==> config.mk <==
export PLATFORM = sky130hd
export DESIGN_NAME = revision_chunk_parser_unit
export DESIGN_NICKNAME = d
export VERILOG_FILES = /design/src/hdl/rcp_pkg.sv /design/src/hdl/rcp_parser.sv /design/src/hdl/revision_chunk_parser_unit.sv
export SDC_FILE = /design/constraint.sdc
export NUM_CORES = 1
export LEC_CHECK = 0
export BUFFER_PORTS_ARGS = -buffer_cell sky130_fd_sc_hd__buf_4
export CAP_MARGIN = 15
export CORE_ASPECT_RATIO = 0.6
export CORE_MARGIN = 4
export CORE_UTILIZATION = 50
export DETAILED_ROUTE_END_ITERATION = 16
export PLACE_DENSITY_LB_ADDON = 0.05
export SYNTH_ARGS = -nofsm -noshare
export SYNTH_HDL_FRONTEND = slang
export SYNTH_HIERARCHICAL = 1
export SYNTH_SLANG_ARGS = --single-unit
==> constraint.sdc <==
create_clock -name clk -period 14.45 [get_ports clk]
set_clock_uncertainty 0.2 [all_clocks]
set_input_delay 3.6125 -clock clk [delete_from_list [all_inputs] [get_ports clk]]
set_output_delay 3.6125 -clock clk [all_outputs]
set_load 0.01 [all_outputs]
==> src/hdl/rcp_pkg.sv <==
package rcp_pkg;

	localparam int IdBytes    = 20;
	localparam int BaseHeader = 80;
	localparam int PartHeader = 12;
	localparam int PosW       = 7;

	typedef enum logic [1:0] {
		PH_HEADER,
		PH_PARTHDR,
		PH_DATA
	} phase_t;

	typedef enum logic [2:0] {
		KIND_ID,
		KIND_PHDR,
		KIND_PDONE,
		KIND_DATA,
		KIND_IGNORED
	} kind_t;

	typedef enum logic [2:0] {
		ST_OK,
		ST_SHORT,
		ST_TRUNC,
		ST_OVERRUN,
		ST_ORDER
	} status_t;

	typedef struct packed {
		kind_t       kind;
		logic [7:0]  byte_out;
		logic [2:0]  id_slot;
		logic [4:0]  id_byte_index;
		logic [31:0] part_start;
		logic [31:0] part_end;
		logic [31:0] part_length;
		logic        chunk_done;
		status_t     status;
	} result_t;

	// position / 20 by compare chain
	function automatic logic [2:0] id_slot_of(input logic [PosW-1:0] pos);
		logic [2:0] s;
		s = 3'd0;
		for (int i = 1; i < 7; i++) begin
			if (pos >= PosW'(i * IdBytes))
				s = 3'(i);
		end
		return s;
	endfunction

	function automatic logic [4:0] id_index_of(input logic [PosW-1:0] pos);
		logic [PosW-1:0] r;
		r = pos - PosW'(id_slot_of(pos) * IdBytes);
		return r[4:0];
	endfunction

endpackage

==> src/hdl/rcp_parser.sv <==
module rcp_parser (
	input  logic             clk,
	input  logic             arst_n,
	input  logic             accept,
	input  logic [7:0]       data_byte,
	input  logic             last_byte,
	input  logic             delta_in_stream,
	output rcp_pkg::result_t res
);

	rcp_pkg::phase_t             phase_q, phase_n;
	logic [rcp_pkg::PosW-1:0]    position_q, position_n;
	logic [31:0]                 start_q, start_n;
	logic [31:0]                 end_q, end_n;
	logic [31:0]                 length_q, length_n;
	logic [31:0]                 remaining_q, remaining_n;
	logic                        failed_q, failed_n;

	logic [rcp_pkg::PosW-1:0]    hdr_len;
	logic [rcp_pkg::PosW-1:0]    pos_inc;
	logic [3:0]                  p;

	assign hdr_len = delta_in_stream ? rcp_pkg::PosW'(rcp_pkg::BaseHeader + rcp_pkg::IdBytes)
	                                 : rcp_pkg::PosW'(rcp_pkg::BaseHeader);
	assign pos_inc = position_q + 1'b1;
	assign p       = position_q[3:0];

	always_comb begin
		phase_n     = phase_q;
		position_n  = position_q;
		start_n     = start_q;
		end_n       = end_q;
		length_n    = length_q;
		remaining_n = remaining_q;
		failed_n    = failed_q;

		res.kind          = rcp_pkg::KIND_IGNORED;
		res.byte_out      = data_byte;
		res.id_slot       = 3'd0;
		res.id_byte_index = 5'd0;
		res.chunk_done    = last_byte;
		res.status        = rcp_pkg::ST_OK;

		if (!failed_q) begin
			case (phase_q)
				rcp_pkg::PH_HEADER: begin
					res.kind          = rcp_pkg::KIND_ID;
					res.id_slot       = rcp_pkg::id_slot_of(position_q);
					res.id_byte_index = rcp_pkg::id_index_of(position_q);
					position_n        = pos_inc;
					if (pos_inc >= hdr_len) begin
						phase_n    = rcp_pkg::PH_PARTHDR;
						position_n = '0;
						start_n    = '0;
						end_n      = '0;
						length_n   = '0;
					end else if (last_byte) begin
						res.status = rcp_pkg::ST_SHORT;
					end
				end
				rcp_pkg::PH_PARTHDR: begin
					if (p == 4'd0) begin
						start_n  = '0;
						end_n    = '0;
						length_n = '0;
					end
					if (p < 4'd4)
						start_n = {start_n[23:0], data_byte};
					else if (p < 4'd8)
						end_n = {end_n[23:0], data_byte};
					else
						length_n = {length_n[23:0], data_byte};
					if (p == 4'(rcp_pkg::PartHeader - 1)) begin
						res.kind   = rcp_pkg::KIND_PDONE;
						position_n = '0;
						if (start_n > end_n) begin
							res.status = rcp_pkg::ST_ORDER;
						end else if (length_n == 32'd0) begin
							phase_n = rcp_pkg::PH_PARTHDR;
						end else begin
							phase_n     = rcp_pkg::PH_DATA;
							remaining_n = length_n;
							if (last_byte)
								res.status = rcp_pkg::ST_OVERRUN;
						end
					end else begin
						res.kind   = rcp_pkg::KIND_PHDR;
						position_n = rcp_pkg::PosW'(p + 4'd1);
						if (last_byte)
							res.status = rcp_pkg::ST_TRUNC;
					end
				end
				rcp_pkg::PH_DATA: begin
					res.kind    = rcp_pkg::KIND_DATA;
					remaining_n = remaining_q - 32'd1;
					if (remaining_n == 32'd0) begin
						phase_n    = rcp_pkg::PH_PARTHDR;
						position_n = '0;
					end else if (last_byte) begin
						res.status = rcp_pkg::ST_OVERRUN;
					end
				end
				default: begin
					res.kind = rcp_pkg::KIND_IGNORED;
				end
			endcase
		end

		res.part_start  = start_n;
		res.part_end    = end_n;
		res.part_length = length_n;

		if (res.status != rcp_pkg::ST_OK)
			failed_n = 1'b1;
		if (last_byte) begin
			phase_n     = rcp_pkg::PH_HEADER;
			position_n  = '0;
			start_n     = '0;
			end_n       = '0;
			length_n    = '0;
			remaining_n = '0;
			failed_n    = 1'b0;
		end
	end

	always_ff @(posedge clk or negedge arst_n) begin
		if (!arst_n) begin
			phase_q     <= rcp_pkg::PH_HEADER;
			position_q  <= '0;
			start_q     <= '0;
			end_q       <= '0;
			length_q    <= '0;
			remaining_q <= '0;
			failed_q    <= 1'b0;
		end else if (accept) begin
			phase_q     <= phase_n;
			position_q  <= position_n;
			start_q     <= start_n;
			end_q       <= end_n;
			length_q    <= length_n;
			remaining_q <= remaining_n;
			failed_q    <= failed_n;
		end
	end

endmodule

==> src/hdl/revision_chunk_parser_unit.sv <==
// Revision chunk parser: takes one chunk byte per request and returns one tagged result per
// byte (id byte with slot/index, part header byte, part header complete, part data, or
// ignored), along with the part header words and an error status on the byte where an error
// is found. One byte is accepted every cycle while in_stall is low; its result is loaded into
// the output register on acceptance. Throughput is set by the single result register:
// in_stall is high only while a result is held and out_stall is high. delta_in_stream selects a
// 100-byte id header instead of 80 bytes and should be written between chunks.
module revision_chunk_parser_unit (
	input  logic        clk,
	input  logic        arst_n,
	input  logic        cfg_wen,
	input  logic        cfg_wdata,
	input  logic        in_valid,
	output logic        in_stall,
	input  logic [7:0]  data_byte,
	input  logic        last_byte,
	output logic        out_valid,
	input  logic        out_stall,
	output logic [2:0]  kind,
	output logic [7:0]  byte_out,
	output logic [2:0]  id_slot,
	output logic [4:0]  id_byte_index,
	output logic [31:0] part_start,
	output logic [31:0] part_end,
	output logic [31:0] part_length,
	output logic        chunk_done,
	output logic [2:0]  status
);

	logic             delta_q;
	logic             out_valid_q;
	logic             accept;
	rcp_pkg::result_t res;
	rcp_pkg::result_t res_q;

	assign in_stall = out_valid_q & out_stall;
	assign accept   = in_valid & ~in_stall;

	rcp_parser u_parser (
		.clk             (clk),
		.arst_n          (arst_n),
		.accept          (accept),
		.data_byte       (data_byte),
		.last_byte       (last_byte),
		.delta_in_stream (delta_q),
		.res             (res)
	);

	always_ff @(posedge clk or negedge arst_n) begin
		if (!arst_n) begin
			delta_q     <= 1'b0;
			out_valid_q <= 1'b0;
		end else begin
			if (cfg_wen)
				delta_q <= cfg_wdata;
			if (accept)
				out_valid_q <= 1'b1;
			else if (!out_stall)
				out_valid_q <= 1'b0;
		end
	end

	always_ff @(posedge clk) begin
		if (accept)
			res_q <= res;
	end

	assign out_valid     = out_valid_q;
	assign kind          = res_q.kind;
	assign byte_out      = res_q.byte_out;
	assign id_slot       = res_q.id_slot;
	assign id_byte_index = res_q.id_byte_index;
	assign part_start    = res_q.part_start;
	assign part_end      = res_q.part_end;
	assign part_length   = res_q.part_length;
	assign chunk_done    = res_q.chunk_done;
	assign status        = res_q.status;

endmodule

; ---- Word-level counts from Yosys, hierarchy flattened
; Index checks and enable logic that the tools add are counted.
[word_totals]
ff_bits = 259
latchBits = 0
ramBits = 0
romBits = 0
out_inout_bits = 121
n_memories = 0
[classes]
n_addsub = 4
multipliers = 1
n_div = 0
magnitude_cmp = 10
n_eq_ne = 10
shift = 0
n_mux = 71
n_bitwise = 4
reduce_logical = 13
[ops]
columns = operator, count
row1 = 32-bit two-way mux, 28
row2 = 32-bit one-hot mux with 2 select lines, 4
row3 = 32-bit zero test, 2
row4 = 7-bit two-way mux, 5
row5 = 3-bit two-way mux, 11
row6 = 32-bit greater-than comparator, 1
row7 = "32-bit by 1-bit subtractor with 32-bit output, second input constant", 1
row8 = 2-bit two-way mux, 12
row9 = "7-bit greater-or-equal comparator, second input constant", 3
row10 = 7-bit one-hot mux with 3 select lines, 1
row11 = 3-bit one-hot mux with 3 select lines, 2
row12 = "7-bit by 6-bit greater-or-equal comparator with 1-bit output, second input constant", 2
row13 = "3-bit by 2-bit != test with 1-bit output, second input constant", 3
row14 = "7-bit by 1-bit adder with 7-bit output, second input constant", 1
row15 = "7-bit by 5-bit greater-or-equal comparator with 1-bit output, second input constant", 1
row16 = 7-bit greater-or-equal comparator, 1
row17 = 7-bit AND reduction, 1
row18 = 1-bit two-way mux, 6
row19 = 6-bit two-way mux, 1
row20 = "3-bit != test, second input constant", 2
row21 = 2-bit one-hot mux with 3 select lines, 1
row22 = 6-bit AND reduction, 1
row23 = 3-bit nonzero test, 2
row24 = "4-bit by 1-bit adder with 5-bit output, second input constant", 1
row25 = other kinds (18), 20

; ---- Depth between registers and ports, before layout
[depth]
ltp_word = 15
depth_mapped = 19
mapped_depth_nobuf = 15

; ---- Modules after synthesis
; The synthesis kept the hierarchy.
[by_module_without_submodules]
columns = mod, instances, cells_each, area_each_um2
row1 = rcp_parser, 1, 1290, 10154.7
row2 = revision_chunk_parser_unit, 1, 125, 3659.8

; ---- Worst setup path before layout
; Ideal clock, no wire load.
[synth_timing]
kind = input -> register
start = input port in_valid
end = register u_parser.remaining_q[10]
setup_ns = 0.127
arrival_time_ns = 15.954
setup_slack_ns = -1.831
cell_stages = 8
path_cell_list = a21boi_0 > inv_1 > nor3_1 > a32oi_2 > buf_2 > buf_2 > a21oi_1 > o22ai_1
[synth_between]
elab_chain_cells = 2
[synth_lines]
columns = item, line_no
row1 = from (decl), revision_chunk_parser_unit.sv:13  ; input logic in_valid,
row2 = 1-bit AND, revision_chunk_parser_unit.sv:37  ; assign accept = in_valid & ~in_stall;
row3 = 6-bit AND reduction (no source line), n/a
row4 = to (signal assigned), rcp_parser.sv:141  ; remaining_q <= remaining_n;
row5 = to (decl), rcp_parser.sv:16  ; logic [31:0] remaining_q, remaining_n;
; Every way passes these cells.
; A chain may end at the register's enable or synchronous reset.

; ---- Worst setup path in the final report
[layout_timing]
start = input port out_stall
end = output port in_stall
[layout_between]
elab_chain_cells = 1
[layout_lines]
columns = item, line_no
row1 = from (decl), revision_chunk_parser_unit.sv:18  ; input logic out_stall,
row2 = 1-bit AND, revision_chunk_parser_unit.sv:36  ; assign in_stall = out_valid_q & out_stall;
row3 = to (decl), revision_chunk_parser_unit.sv:14  ; output logic in_stall,
; Every way passes these cells.

==> flow_metrics.tcl <==
set metrics [dict create \
    route.detailed.drc 0 \
    ys_top_cells_by_count "nand2_1, o21ai_0, dfrtp_1" \
    vias 11700 \
    slew_violations 0 \
    die_area_mm2 0.0304 \
    holdPathEnd "u_parser/remaining_q[31]" \
    pre_cts_slack_ns 6.63 \
    power_leakage_uw 0.00659 \
    synth_most_common_cell "nand2_1" \
    worst_pin_slew_ns 1.14 \
    min_from "u_parser/remaining_q[31]" \
    pwr-share-seq_pct 33.4 \
    die_h_um 137 \
    cts.sinks 259 \
    seq_area_frac_synth_pct 51.2 \
    numCtsBuffers 26 \
    maxCapViolations 0 \
    synth_fp_nets 1475 \
    fin_setup_tns_ns 0 \
    dp_hpwl_um 28900 \
    power.switching_uw 1180 \
    num_antenna_cells 0 \
    cts_root_buffer "clkbuf_16" \
    avgSynthCellArea_um2 9.76 \
    synth_top_area_share_pct 25.9 \
    grt_pass1_wl_um 63900 \
    routed_via_density 6.26 \
    synth-seq-cells 259 \
    run_status "finished clean" \
    cts_max_level 1 \
    fin_crit_sh_pct 54.1 \
    r2r-start "u_parser/position_q[2]" \
    io_pins 136 \
    cts_tree "done" \
    powerDensity_mw_per_mm2 176 \
    seq_area_mm2 0.00708 \
    routedWlPerCell_um 22.8 \
    cp.arrival_ns 4.00 \
    p_clk_share_pct 26.4 \
    postSynthCellCount 1415 \
    final_antenna_net_count 0 \
    place_congestion 0.945 \
    r2r_slack_ns 8.62 \
    cp-start-kind "input pin" \
    critical_path.max_fanout 3 \
    die_w_um 223 \
    internal_power_uw 1620 \
    fmax_mhz 128 \
    async_flop_share_pct 54.1 \
    period_minus_slack_ns 7.81 \
    antenna_found_initial 0 \
    yosys_warnings 6 \
    min_path_type "register to register" \
    drive_gt1_share_pct 14.7 \
    clkTransAtPathRegs_ns 0.07 \
    min_path_cells 2 \
    grt_use_total_pct 27.0 \
    rr_worst_depth 17 \
    ir_drop_mv 0.122 \
    critical_path_required_ns 10.64 \
    setup_slack_ns 6.64 \
    slew_headroom_pct 24.1 \
    postCtsHoldBufs 0 \
    p_sw_share_pct 42.0 \
    path_class "input pin to output pin" \
    drt-total-wl_um 42600 \
    setup_viol 0 \
    post_cts_resized 0 \
    portBuffers 135 \
    rsz0062_at_grt "no" \
    synth_top_flop_cell "dfrtp_1" \
    clk_latency_ns 0.55 \
    nets 1547 \
    postCtsSetupBuffers 0 \
    multi_input_area_mm2 0.00603 \
    start_util_pct 51.5 \
    first_pass_iters 6 \
    yosysTopAreaCell "edfxtp_1" \
    synth_cell_type_count 75 \
    grt_overflow 0 \
    timing.rr.end "u_parser/remaining_q[11]" \
    yosys-top-cells-area "edfxtp_1, dfrtp_1, o21ai_0, nand2_1, a22o_1" \
    grt_max_degree 98 \
    endpoint_kind "output pin" \
    synth_edf_count 119 \
    syn2layout_area_growth_pct 15.3 \
    clockBufferDepth 3 \
    core-area_mm2 0.0268 \
    finalHoldViolations 0 \
    pwr-share-comb_pct 40.3 \
    placementRows 46 \
    synth_area_mm2 0.0138 \
    fillers 2300 \
    drtIter0Drc 1698 \
    first_global_vias 10300 \
]
-- power by group through the flow --
stage	clock, uW	sequential [uW]	combinational (uW)
finish	738	934	1130
global route	780	941	1210
CTS	747	930	1090
detailed placement	0	943	1080
global placement	0	941	1080
floorplan	0	919	780
-- worst max path at each step --
stage / startpoint / endpoint / slack [ns] / cells after the start
finish: out_stall / in_stall / 6.64 / 3
global route: out_stall / in_stall / 6.62 / 3
CTS: out_stall / in_stall / 6.64 / 3
detailed placement: out_stall / in_stall / 6.63 / 3
global placement: out_stall / in_stall / 6.63 / 3
floorplan: in_valid / u_parser/remaining_q[10] / 2.04 / 8
-- per-stage QoR --
stage	instances	instance area, um2	util, %	hold slack [ns]	total power (uW)
final	1867	15900	59.4	0.309	2800
after detailed placement	1819	15000	55.9	0.294	2020
after CTS	1867	15900	59.4	0.309	2760
after global placement	1819	15000	55.9	0.286	2020
after floorplan	1415	13800	-	0.268	1700
after global routing	1867	15900	59.4	0.336	2930
-- logic make-up after synthesis --
logic type / after synthesis / share of synthesized area [%]
and+or+nand+nor: 444 / 15.9
xor gates and xnor gates: 16 / 1.01
AOI/OAI and AO/OA: 444 / 20.6
adders and majority gates: 45 / 4.13
buffers and inverters: 185 / 5.51
muxes: 22 / 1.63
DFF: 259 / 51.2
-- critical path, stage by stage --
cell and delay [ns]:
buf_4 0.12, and2_1 0.13, buf_4 0.14
-- final cells by class --
| class | instances | share of cell area [%] |
|---|---|---|
| multi-input cells | 971 | 37.9 |
| clock buffers | 40 | 4.87 |
| flip-flops and latches | 259 | 44.4 |
| inverters | 76 | 1.79 |
| well taps | 360 | 2.83 |
| repair buffers | 153 | 7.24 |
| clock inverters | 8 | 0.927 |
-- per-layer routing --
layer  share of wire [%]  track usage, %
met5                   0               0
met4                 1.6            4.79
met3                  12            6.71
met2                  37            32.5
met1                  50            47.1
-- layout by cell type (no fill, tap or decap), drive strengths merged, types with 7 or more instances in the layout --
master / n
a211o: 7
a21o: 11
a21oi: 63
a22o: 67
a22oi: 29
buf: 153
clkbuf: 40
dfrtp: 140
edfxtp: 119
ha: 44
inv: 76
mux2i: 21
nand2: 210
nand2b: 17
nand3: 27
nand4: 16
nor2: 51
nor2b: 8
nor3: 32
nor3b: 27
nor4: 23
o211ai: 7
o21ai: 189
o22ai: 10
o31ai: 22
xnor2: 11
-- sequential cells by signal, indices dropped and copies added, names as in the netlist, 7 cells and up --
signal	cells
byte_out	8
u_parser/start_q	32
u_parser/position_q	7
u_parser/end_q	32
u_parser/remaining_q	32
u_parser/length_q	32
part_length	32
part_start	32
part_end	32
No activity file was read; power rests on OpenSTA's default activity.
